`src/sv/etas_pkg.sv`:
```
package etas_pkg;

    // number of live table entries, 1 to 8
    localparam int ENTRIES = 8;
    localparam int TABLE_DEPTH = 8;

    localparam logic [7:0] ENTRY_MASK = 8'((16'd1 << ENTRIES) - 16'd1);
    localparam logic [15:0] VOID_EVENT = 16'hFFFF;

    // configuration index space
    localparam int CFG_IDX_W = 4;
    localparam logic [CFG_IDX_W-1:0] CFG_REGS = CFG_IDX_W'(TABLE_DEPTH);

    typedef enum logic [2:0] {
        OP_START     = 3'd0,
        OP_TRIGGER   = 3'd1,
        OP_PROGRESS  = 3'd2,
        OP_TIMER     = 3'd3,
        OP_ABORT     = 3'd4,
        OP_TERMINATE = 3'd5,
        OP_QUERY     = 3'd6,
        OP_SPARE     = 3'd7
    } op_t;

    localparam logic [1:0] ACT_NONE = 2'd0;
    localparam logic [1:0] ACT_WAIT = 2'd1;
    localparam logic [1:0] ACT_SEND = 2'd2;

    // one table entry as packed in its configuration word
    typedef struct packed {
        logic [15:0] wait_time;
        logic [15:0] send_event;
        logic [7:0]  start_mask;
        logic [7:0]  sender;
        logic [15:0] recv_event;
    } entry_t;

    // controller to datapath
    typedef struct packed {
        logic load_item;
        logic exec;
        logic emit;
    } cmd_t;

    // datapath to controller
    typedef struct packed {
        logic out_free;
        logic last_next;
    } status_t;

endpackage

```
`src/sv/event_trigger_action_sequencer.sv`:
```
// channel    | handshake            | payload
// -----------+----------------------+---------------------------------------------
// config     | cfg_valid/cfg_ready  | cfg_index, cfg_data
// item in    | s_valid/s_ready      | s_op, s_recv_event, s_sender, s_timer_index
// result out | m_valid/m_ready      | m_action, m_entry_index, m_send_event,
//            |                      | m_wait_time, m_all_done, m_active, m_last
//
// an item is captured, then applied, then hands out its results; the result count
// is set by the serial walk over pending entries
// a new item is taken once the last result of the previous one is in the
// output register, even if that transfer has not completed
// aresetn is synchronous, active low: table, masks and running flag clear
// a stalled m_ready holds the result register and pauses the walk
module event_trigger_action_sequencer (
    input  logic                           aclk,
    input  logic                           aresetn,
    input  logic                           cfg_valid,
    output logic                           cfg_ready,
    input  logic [etas_pkg::CFG_IDX_W-1:0] cfg_index,
    input  logic [63:0]                    cfg_data,
    input  logic                           s_valid,
    output logic                           s_ready,
    input  logic [2:0]                     s_op,
    input  logic [15:0]                    s_recv_event,
    input  logic [7:0]                     s_sender,
    input  logic [2:0]                     s_timer_index,
    output logic                           m_valid,
    input  logic                           m_ready,
    output logic [1:0]                     m_action,
    output logic [2:0]                     m_entry_index,
    output logic [15:0]                    m_send_event,
    output logic [15:0]                    m_wait_time,
    output logic                           m_all_done,
    output logic                           m_active,
    output logic                           m_last
);

    etas_pkg::cmd_t    cmd;
    etas_pkg::status_t status;

    // configuration writes are always taken
    assign cfg_ready = 1'b1;

    etas_ctrl u_ctrl (
        .aclk    (aclk),
        .aresetn (aresetn),
        .s_valid (s_valid),
        .s_ready (s_ready),
        .status  (status),
        .cmd     (cmd)
    );

    etas_datapath u_dp (
        .aclk          (aclk),
        .aresetn       (aresetn),
        .cfg_valid     (cfg_valid),
        .cfg_index     (cfg_index),
        .cfg_data      (cfg_data),
        .s_op          (s_op),
        .s_recv_event  (s_recv_event),
        .s_sender      (s_sender),
        .s_timer_index (s_timer_index),
        .cmd           (cmd),
        .status        (status),
        .m_valid       (m_valid),
        .m_ready       (m_ready),
        .m_action      (m_action),
        .m_entry_index (m_entry_index),
        .m_send_event  (m_send_event),
        .m_wait_time   (m_wait_time),
        .m_all_done    (m_all_done),
        .m_active      (m_active),
        .m_last        (m_last)
    );

endmodule

```
`src/sv/etas_ctrl.sv`:
```
module etas_ctrl (
    input  logic              aclk,
    input  logic              aresetn,
    input  logic              s_valid,
    output logic              s_ready,
    input  etas_pkg::status_t status,
    output etas_pkg::cmd_t    cmd
);

    typedef enum logic [2:0] {
        ST_IDLE = 3'b001,
        ST_EXEC = 3'b010,
        ST_EMIT = 3'b100
    } state_t;

    state_t state_reg, state_next;

    // sequencing of one item: take, apply, hand out results
    always_comb begin
        state_next = state_reg;
        cmd = '0;
        s_ready = 1'b0;
        case (state_reg)
            ST_IDLE: begin
                s_ready = 1'b1;
                if (s_valid) begin
                    cmd.load_item = 1'b1;
                    state_next = ST_EXEC;
                end
            end
            ST_EXEC: begin
                cmd.exec = 1'b1;
                state_next = ST_EMIT;
            end
            ST_EMIT: begin
                if (status.out_free) begin
                    cmd.emit = 1'b1;
                    if (status.last_next) begin
                        state_next = ST_IDLE;
                    end
                end
            end
            default: begin
                state_next = ST_IDLE;
            end
        endcase
    end

    always_ff @(posedge aclk) begin
        if (!aresetn) begin
            state_reg <= ST_IDLE;
        end else begin
            state_reg <= state_next;
        end
    end

endmodule

```
`src/sv/etas_datapath.sv`:
```
module etas_datapath (
    input  logic                              aclk,
    input  logic                              aresetn,
    input  logic                              cfg_valid,
    input  logic [etas_pkg::CFG_IDX_W-1:0]    cfg_index,
    input  logic [63:0]                       cfg_data,
    input  logic [2:0]                        s_op,
    input  logic [15:0]                       s_recv_event,
    input  logic [7:0]                        s_sender,
    input  logic [2:0]                        s_timer_index,
    input  etas_pkg::cmd_t                    cmd,
    output etas_pkg::status_t                 status,
    output logic                              m_valid,
    input  logic                              m_ready,
    output logic [1:0]                        m_action,
    output logic [2:0]                        m_entry_index,
    output logic [15:0]                       m_send_event,
    output logic [15:0]                       m_wait_time,
    output logic                              m_all_done,
    output logic                              m_active,
    output logic                              m_last
);

    etas_pkg::entry_t entry_reg [etas_pkg::TABLE_DEPTH];

    logic [7:0]  trig_reg, trig_next;
    logic [7:0]  start_reg, start_next;
    logic        run_reg, run_next;
    logic [2:0]  op_reg;
    logic [15:0] ev_reg;
    logic [7:0]  snd_reg;
    logic [2:0]  ti_reg;
    logic [7:0]  pend_reg, pend_next;
    logic        timer_reg, timer_next;
    logic        done_reg;

    logic        m_valid_reg;
    logic [1:0]  m_action_reg;
    logic [2:0]  m_index_reg;
    logic [15:0] m_send_reg;
    logic [15:0] m_wait_reg;
    logic        m_done_reg;
    logic        m_active_reg;
    logic        m_last_reg;

    logic        found;
    logic [7:0]  elig;
    logic [7:0]  low_bit;
    logic [2:0]  low_idx;
    logic [15:0] sel_send;
    logic [15:0] sel_wait;
    logic        done_next;

    // apply the op to the masks and work out which entries will report
    always_comb begin
        trig_next = trig_reg;
        start_next = start_reg;
        run_next = run_reg;
        pend_next = '0;
        timer_next = 1'b0;
        elig = '0;
        found = 1'b0;
        case (etas_pkg::op_t'(op_reg))
            etas_pkg::OP_START: begin
                trig_next = '0;
                start_next = '0;
                run_next = 1'b1;
            end
            etas_pkg::OP_TRIGGER: begin
                if (run_reg) begin
                    for (int i = 0; i < etas_pkg::ENTRIES; i++) begin
                        if (!found && entry_reg[i].recv_event == ev_reg
                            && entry_reg[i].sender == snd_reg) begin
                            trig_next[i] = 1'b1;
                            found = 1'b1;
                        end
                    end
                end
            end
            etas_pkg::OP_ABORT: begin
                if (run_reg) begin
                    trig_next = trig_reg | (~start_reg & etas_pkg::ENTRY_MASK);
                end
            end
            etas_pkg::OP_TERMINATE: begin
                run_next = 1'b0;
            end
            etas_pkg::OP_TIMER: begin
                if (run_reg) begin
                    for (int i = 0; i < etas_pkg::ENTRIES; i++) begin
                        if (ti_reg == 3'(i)
                            && entry_reg[i].send_event != etas_pkg::VOID_EVENT) begin
                            pend_next[i] = 1'b1;
                            timer_next = 1'b1;
                        end
                    end
                end
            end
            default: begin
            end
        endcase

        // progress pass, shared by start and progress
        if ((op_reg == etas_pkg::OP_START || op_reg == etas_pkg::OP_PROGRESS) && run_next) begin
            for (int i = 0; i < etas_pkg::ENTRIES; i++) begin
                if (!start_next[i]
                    && (trig_next & entry_reg[i].start_mask) == entry_reg[i].start_mask) begin
                    elig[i] = 1'b1;
                    if (entry_reg[i].wait_time != 16'd0
                        || entry_reg[i].send_event != etas_pkg::VOID_EVENT) begin
                        pend_next[i] = 1'b1;
                    end
                end
            end
            start_next = start_next | elig;
        end

        done_next = run_next ? (trig_next == etas_pkg::ENTRY_MASK) : 1'b1;
    end

    // lowest pending entry and its fields
    always_comb begin
        low_bit = pend_reg & (~pend_reg + 8'd1);
        low_idx = '0;
        sel_send = '0;
        sel_wait = '0;
        for (int i = 0; i < etas_pkg::TABLE_DEPTH; i++) begin
            if (low_bit[i]) begin
                low_idx = low_idx | 3'(i);
                sel_send = sel_send | entry_reg[i].send_event;
                sel_wait = sel_wait | entry_reg[i].wait_time;
            end
        end
    end

    assign status.out_free = !m_valid_reg || m_ready;
    assign status.last_next = (pend_reg & ~low_bit) == 8'd0;

    // configuration table
    always_ff @(posedge aclk) begin
        if (!aresetn) begin
            for (int i = 0; i < etas_pkg::TABLE_DEPTH; i++) begin
                entry_reg[i] <= '0;
            end
        end else if (cfg_valid && cfg_index < etas_pkg::CFG_REGS) begin
            entry_reg[cfg_index[2:0]] <= cfg_data;
        end
    end

    // sequencer state
    always_ff @(posedge aclk) begin
        if (!aresetn) begin
            trig_reg <= '0;
            start_reg <= '0;
            run_reg <= 1'b0;
            pend_reg <= '0;
            m_valid_reg <= 1'b0;
        end else begin
            if (cmd.exec) begin
                trig_reg <= trig_next;
                start_reg <= start_next;
                run_reg <= run_next;
                pend_reg <= pend_next;
            end else if (cmd.emit) begin
                pend_reg <= pend_reg & ~low_bit;
            end
            if (cmd.emit) begin
                m_valid_reg <= 1'b1;
            end else if (m_ready) begin
                m_valid_reg <= 1'b0;
            end
        end
    end

    // item capture and per-item flags
    always_ff @(posedge aclk) begin
        if (cmd.load_item) begin
            op_reg <= s_op;
            ev_reg <= s_recv_event;
            snd_reg <= s_sender;
            ti_reg <= s_timer_index;
        end
        if (cmd.exec) begin
            timer_reg <= timer_next;
            done_reg <= done_next;
        end
    end

    // output register
    always_ff @(posedge aclk) begin
        if (cmd.emit) begin
            m_done_reg <= done_reg;
            m_active_reg <= run_reg;
            m_last_reg <= status.last_next;
            m_index_reg <= low_idx;
            if (pend_reg == 8'd0) begin
                m_action_reg <= etas_pkg::ACT_NONE;
                m_send_reg <= '0;
                m_wait_reg <= '0;
            end else if (!timer_reg && sel_wait != 16'd0) begin
                m_action_reg <= etas_pkg::ACT_WAIT;
                m_send_reg <= '0;
                m_wait_reg <= sel_wait;
            end else begin
                m_action_reg <= etas_pkg::ACT_SEND;
                m_send_reg <= sel_send;
                m_wait_reg <= '0;
            end
        end
    end

    assign m_valid = m_valid_reg;
    assign m_action = m_action_reg;
    assign m_entry_index = m_index_reg;
    assign m_send_event = m_send_reg;
    assign m_wait_time = m_wait_reg;
    assign m_all_done = m_done_reg;
    assign m_active = m_active_reg;
    assign m_last = m_last_reg;

endmodule

```
`config.mk`:
```
export PLATFORM = sky130hd
export DESIGN_NAME = event_trigger_action_sequencer
export DESIGN_NICKNAME = d
export VERILOG_FILES = /design/src/sv/etas_pkg.sv /design/src/sv/event_trigger_action_sequencer.sv /design/src/sv/etas_ctrl.sv /design/src/sv/etas_datapath.sv
export SDC_FILE = /design/constraint.sdc
export NUM_CORES = 1
export LEC_CHECK = 0
export BUFFER_PORTS_ARGS = -buffer_cell sky130_fd_sc_hd__buf_2
export CAP_MARGIN = 20
export CORE_AREA = 2 2 220 222
export DETAILED_ROUTE_END_ITERATION = 8
export DIE_AREA = 0 0 222 224
export GPL_ROUTABILITY_DRIVEN = 0
export PLACE_DENSITY = 0.85
export SYNTH_ARGS = -nofsm -noshare
export SYNTH_HDL_FRONTEND = slang
export SYNTH_SLANG_ARGS = --single-unit
export TNS_END_PERCENT = 1
```
`constraint.sdc`:
```
create_clock -name aclk -period 16.7 [get_ports aclk]
set_input_delay 1.67 -clock aclk [delete_from_list [all_inputs] [get_ports aclk]]
set_output_delay 1.67 -clock aclk [all_outputs]
set_load 0.02 [all_outputs]
```
==> reports/results.tsv <==
metric	value	unit
drv_slew	0	
yosysUniqueCellTypes	71	
finalCriticalPeriod	4393	ps
final_common_cell	edfxtp_1	
hold_buffers	0	
synth_edf_count	584	
clockRootBuffer	clkbuf_16	
ys.flop_type	edfxtp_1	
dp_hpwl	46810	µm
ys_seq_area_frac	0.6470	
cpLargestDelayFamily	simple AND/OR/NAND/NOR gates	
antenna_found_initial	6	
finClkSkew	19.45	ps
grt_overflow	0	
hold_class	flip-flop to flip-flop	
power	3.419	mW
synth_cells	2179	
synthArstFlopShare	0	
cp_cell_sequence	buf_2, nand2_1, or3_1, nor3_2, buf_4, nand2b_4	
clockBufferDepth	3	
layout_common_cells	584 x edfxtp_1, 514 x and2_1, 144 x buf_2, 119 x nand2_1, 104 x xnor2_1	
ys_warn_count	0	
use_met1	0.3781	
status	finished clean	
core_area	47350	µm²
rsz0062_at_grt	no	
synth-xor-area-share	0.06005	
synth_top_family_by_area	simple AND/OR/NAND/NOR gates	
cts-resized-gates	0	
peakVddDrop	0.00009524	V
drive_gt1_frac	0.1239	
grt_use_total	0.2941	
htree_levels	3	
synth-compound-area-share	0.07091	
dieWidth	222	µm
fmax	227.6	MHz
fin_util	0.6613	
drtIter0Drc	2791	
postCtsSetupBuffers	0	
fill_cells	3264	
via_count	18955	
syn_area	28000	µm²
avgRoutedWirePerCell	24.71	µm
cp_slowest_stage_delay	840	ps
cts.sinks	613	
period_share	0.2631	
power_frac_clock	0.413	
num_io_pins	146	
seqPwrFrac	0.535	
nets	2389	
use_met2	0.4871	
end_kind	flip-flop	
clk_pin_slew_worst_paths	60	ps
synthAdderAreaFrac	0.0003574	
p_int	2.655	mW
start_kind	primary input	
arrival	4610	ps
drt-pass1-iter-count	9	
p_comb_frac	0.052	
dieArea	49730	µm²
total_leakage_power	10.65	nW
hold_violations	0	
muxShareOfSynthArea	0	
synth.net_count	2282	
clk_latency	600	ps
regArea	18120	µm²
grt_pass1_vias	18682	
setup_viol	0	
worstPathRequired	16910	ps
via_per_inst	6.425	
drv_cap	0	
initial_core_util	0.5915	
slew_headroom	0.2606	
synth-seq-cells	613	
preCtsSetupSlack	11710	ps
grt.met3_usage	0.05522	
grt_start_max_net_pins	74	
port_buffers	144	
multi_input_area	9334	µm²
syn_to_final_growth	11.80	%
slowest_stage	nand2b_4	
tightest_slew	1099	ps
path_class	primary input to flip-flop	
fin_area	31310	µm²
setup_ws	12310	ps
busiest_layer	met2	
totalWireLength	72890	µm
crit_fanout	65	
postRouteAntennaNets	0	
drcViolationCount	0	
synthSimpleGateAreaFrac	0.1966	
cts_buffers	66	
grt_pass1_wl	109900	µm
crit_buf_inv	2	
p_sw	0.7639	mW
finalSetupTns	0	ps
swShare	0.2234	
largest_reg_flops	512	
syn_area_per_cell	12.85	µm²
die_h	224	µm
powerDensity	109.2	nW/µm²
dpl-instance-area	29220	µm²
fp-row-count	80	
cts_tree	done	
[per-layer routing]
metal / wire length (µm) / up-vias
li1: - / 8204
met1: 26900 / 9305
met2: 35330 / 1217
met3: 7581 / 223
met4: 3047 / 6
met5: 35 / -
[logic make-up after synthesis]
| logic type | after synthesis |
|---|---|
| xor+xnor | 192 |
| flops | 613 |
| other cells | 1 |
| buf+inv | 155 |
| fa+ha+maj | 1 |
| compound gates | 277 |
| simple gates | 940 |
[synthesized netlist by cell type (7+ instances only)]
cell type,count,share of area
a211oi_1,8,0.0021
a21oi_1,23,0.0041
a221oi_1,26,0.0081
a222oi_1,16,0.0057
a22oi_1,53,0.014
a31oi_1,17,0.0038
and2_1,516,0.12
and3_1,7,0.0016
and4_1,8,0.0025
and4b_1,16,0.0057
buf_4,25,0.0067
clkbuf_1,97,0.013
dfxtp_1,29,0.021
edfxtp_1,584,0.63
inv_1,23,0.0031
nand2_1,119,0.016
nand2b_1,10,0.0022
nand3_1,13,0.0023
nand4_1,71,0.016
nor2_1,65,0.0087
nor2b_1,7,0.0016
nor3_1,13,0.0023
nor4_1,70,0.016
o21ai_0,67,0.012
o31ai_1,11,0.0029
or3_1,7,0.0016
xnor2_1,104,0.033
xor2_1,88,0.028
[metrics by stage]
step                      instances  hold slack (ps)
after global routing           2949            453.2
final                          2950            443.6
after global placement         2832            403.6
after floorplan                2179            400.3
after detailed placement       2832            425.5
after CTS                      2947            443.5
[layout make-up]
type | instances | share of cell area
flip-flops and latches | 613 | 0.5787
multi-input cells | 1411 | 0.2981
clock inverters | 29 | 0.007713
well taps | 615 | 0.02458
clock buffers | 86 | 0.05815
repair buffers | 169 | 0.02957
inverters | 25 | 0.002997
diodes | 2 | 0.0001599
[path summary, 6_finish.rpt]
check	startpoint	end	slack (ps)	cells after the start
max	aresetn	u_dp.entry_reg[0][29]	12310	6
min	u_dp.done_reg	u_dp.m_all_done	440	0
max reg2reg	u_dp.ev_reg[6]	u_dp.done_reg	12630	8
min reg2reg	u_dp.done_reg	u_dp.m_all_done	440	0
[power groups by stage]
stage / sequential (mW) / clock [mW] / combinational, mW
3_3_place_gp: 1.85 / 0 / 0.168
6_report: 1.83 / 1.41 / 0.179
2_1_floorplan: 1.83 / 0 / 0.119
5_1_grt: 1.83 / 1.48 / 0.192
3_5_place_dp: 1.86 / 0 / 0.175
4_1_cts: 1.83 / 1.42 / 0.177
(Power assumes the default switching activity.)
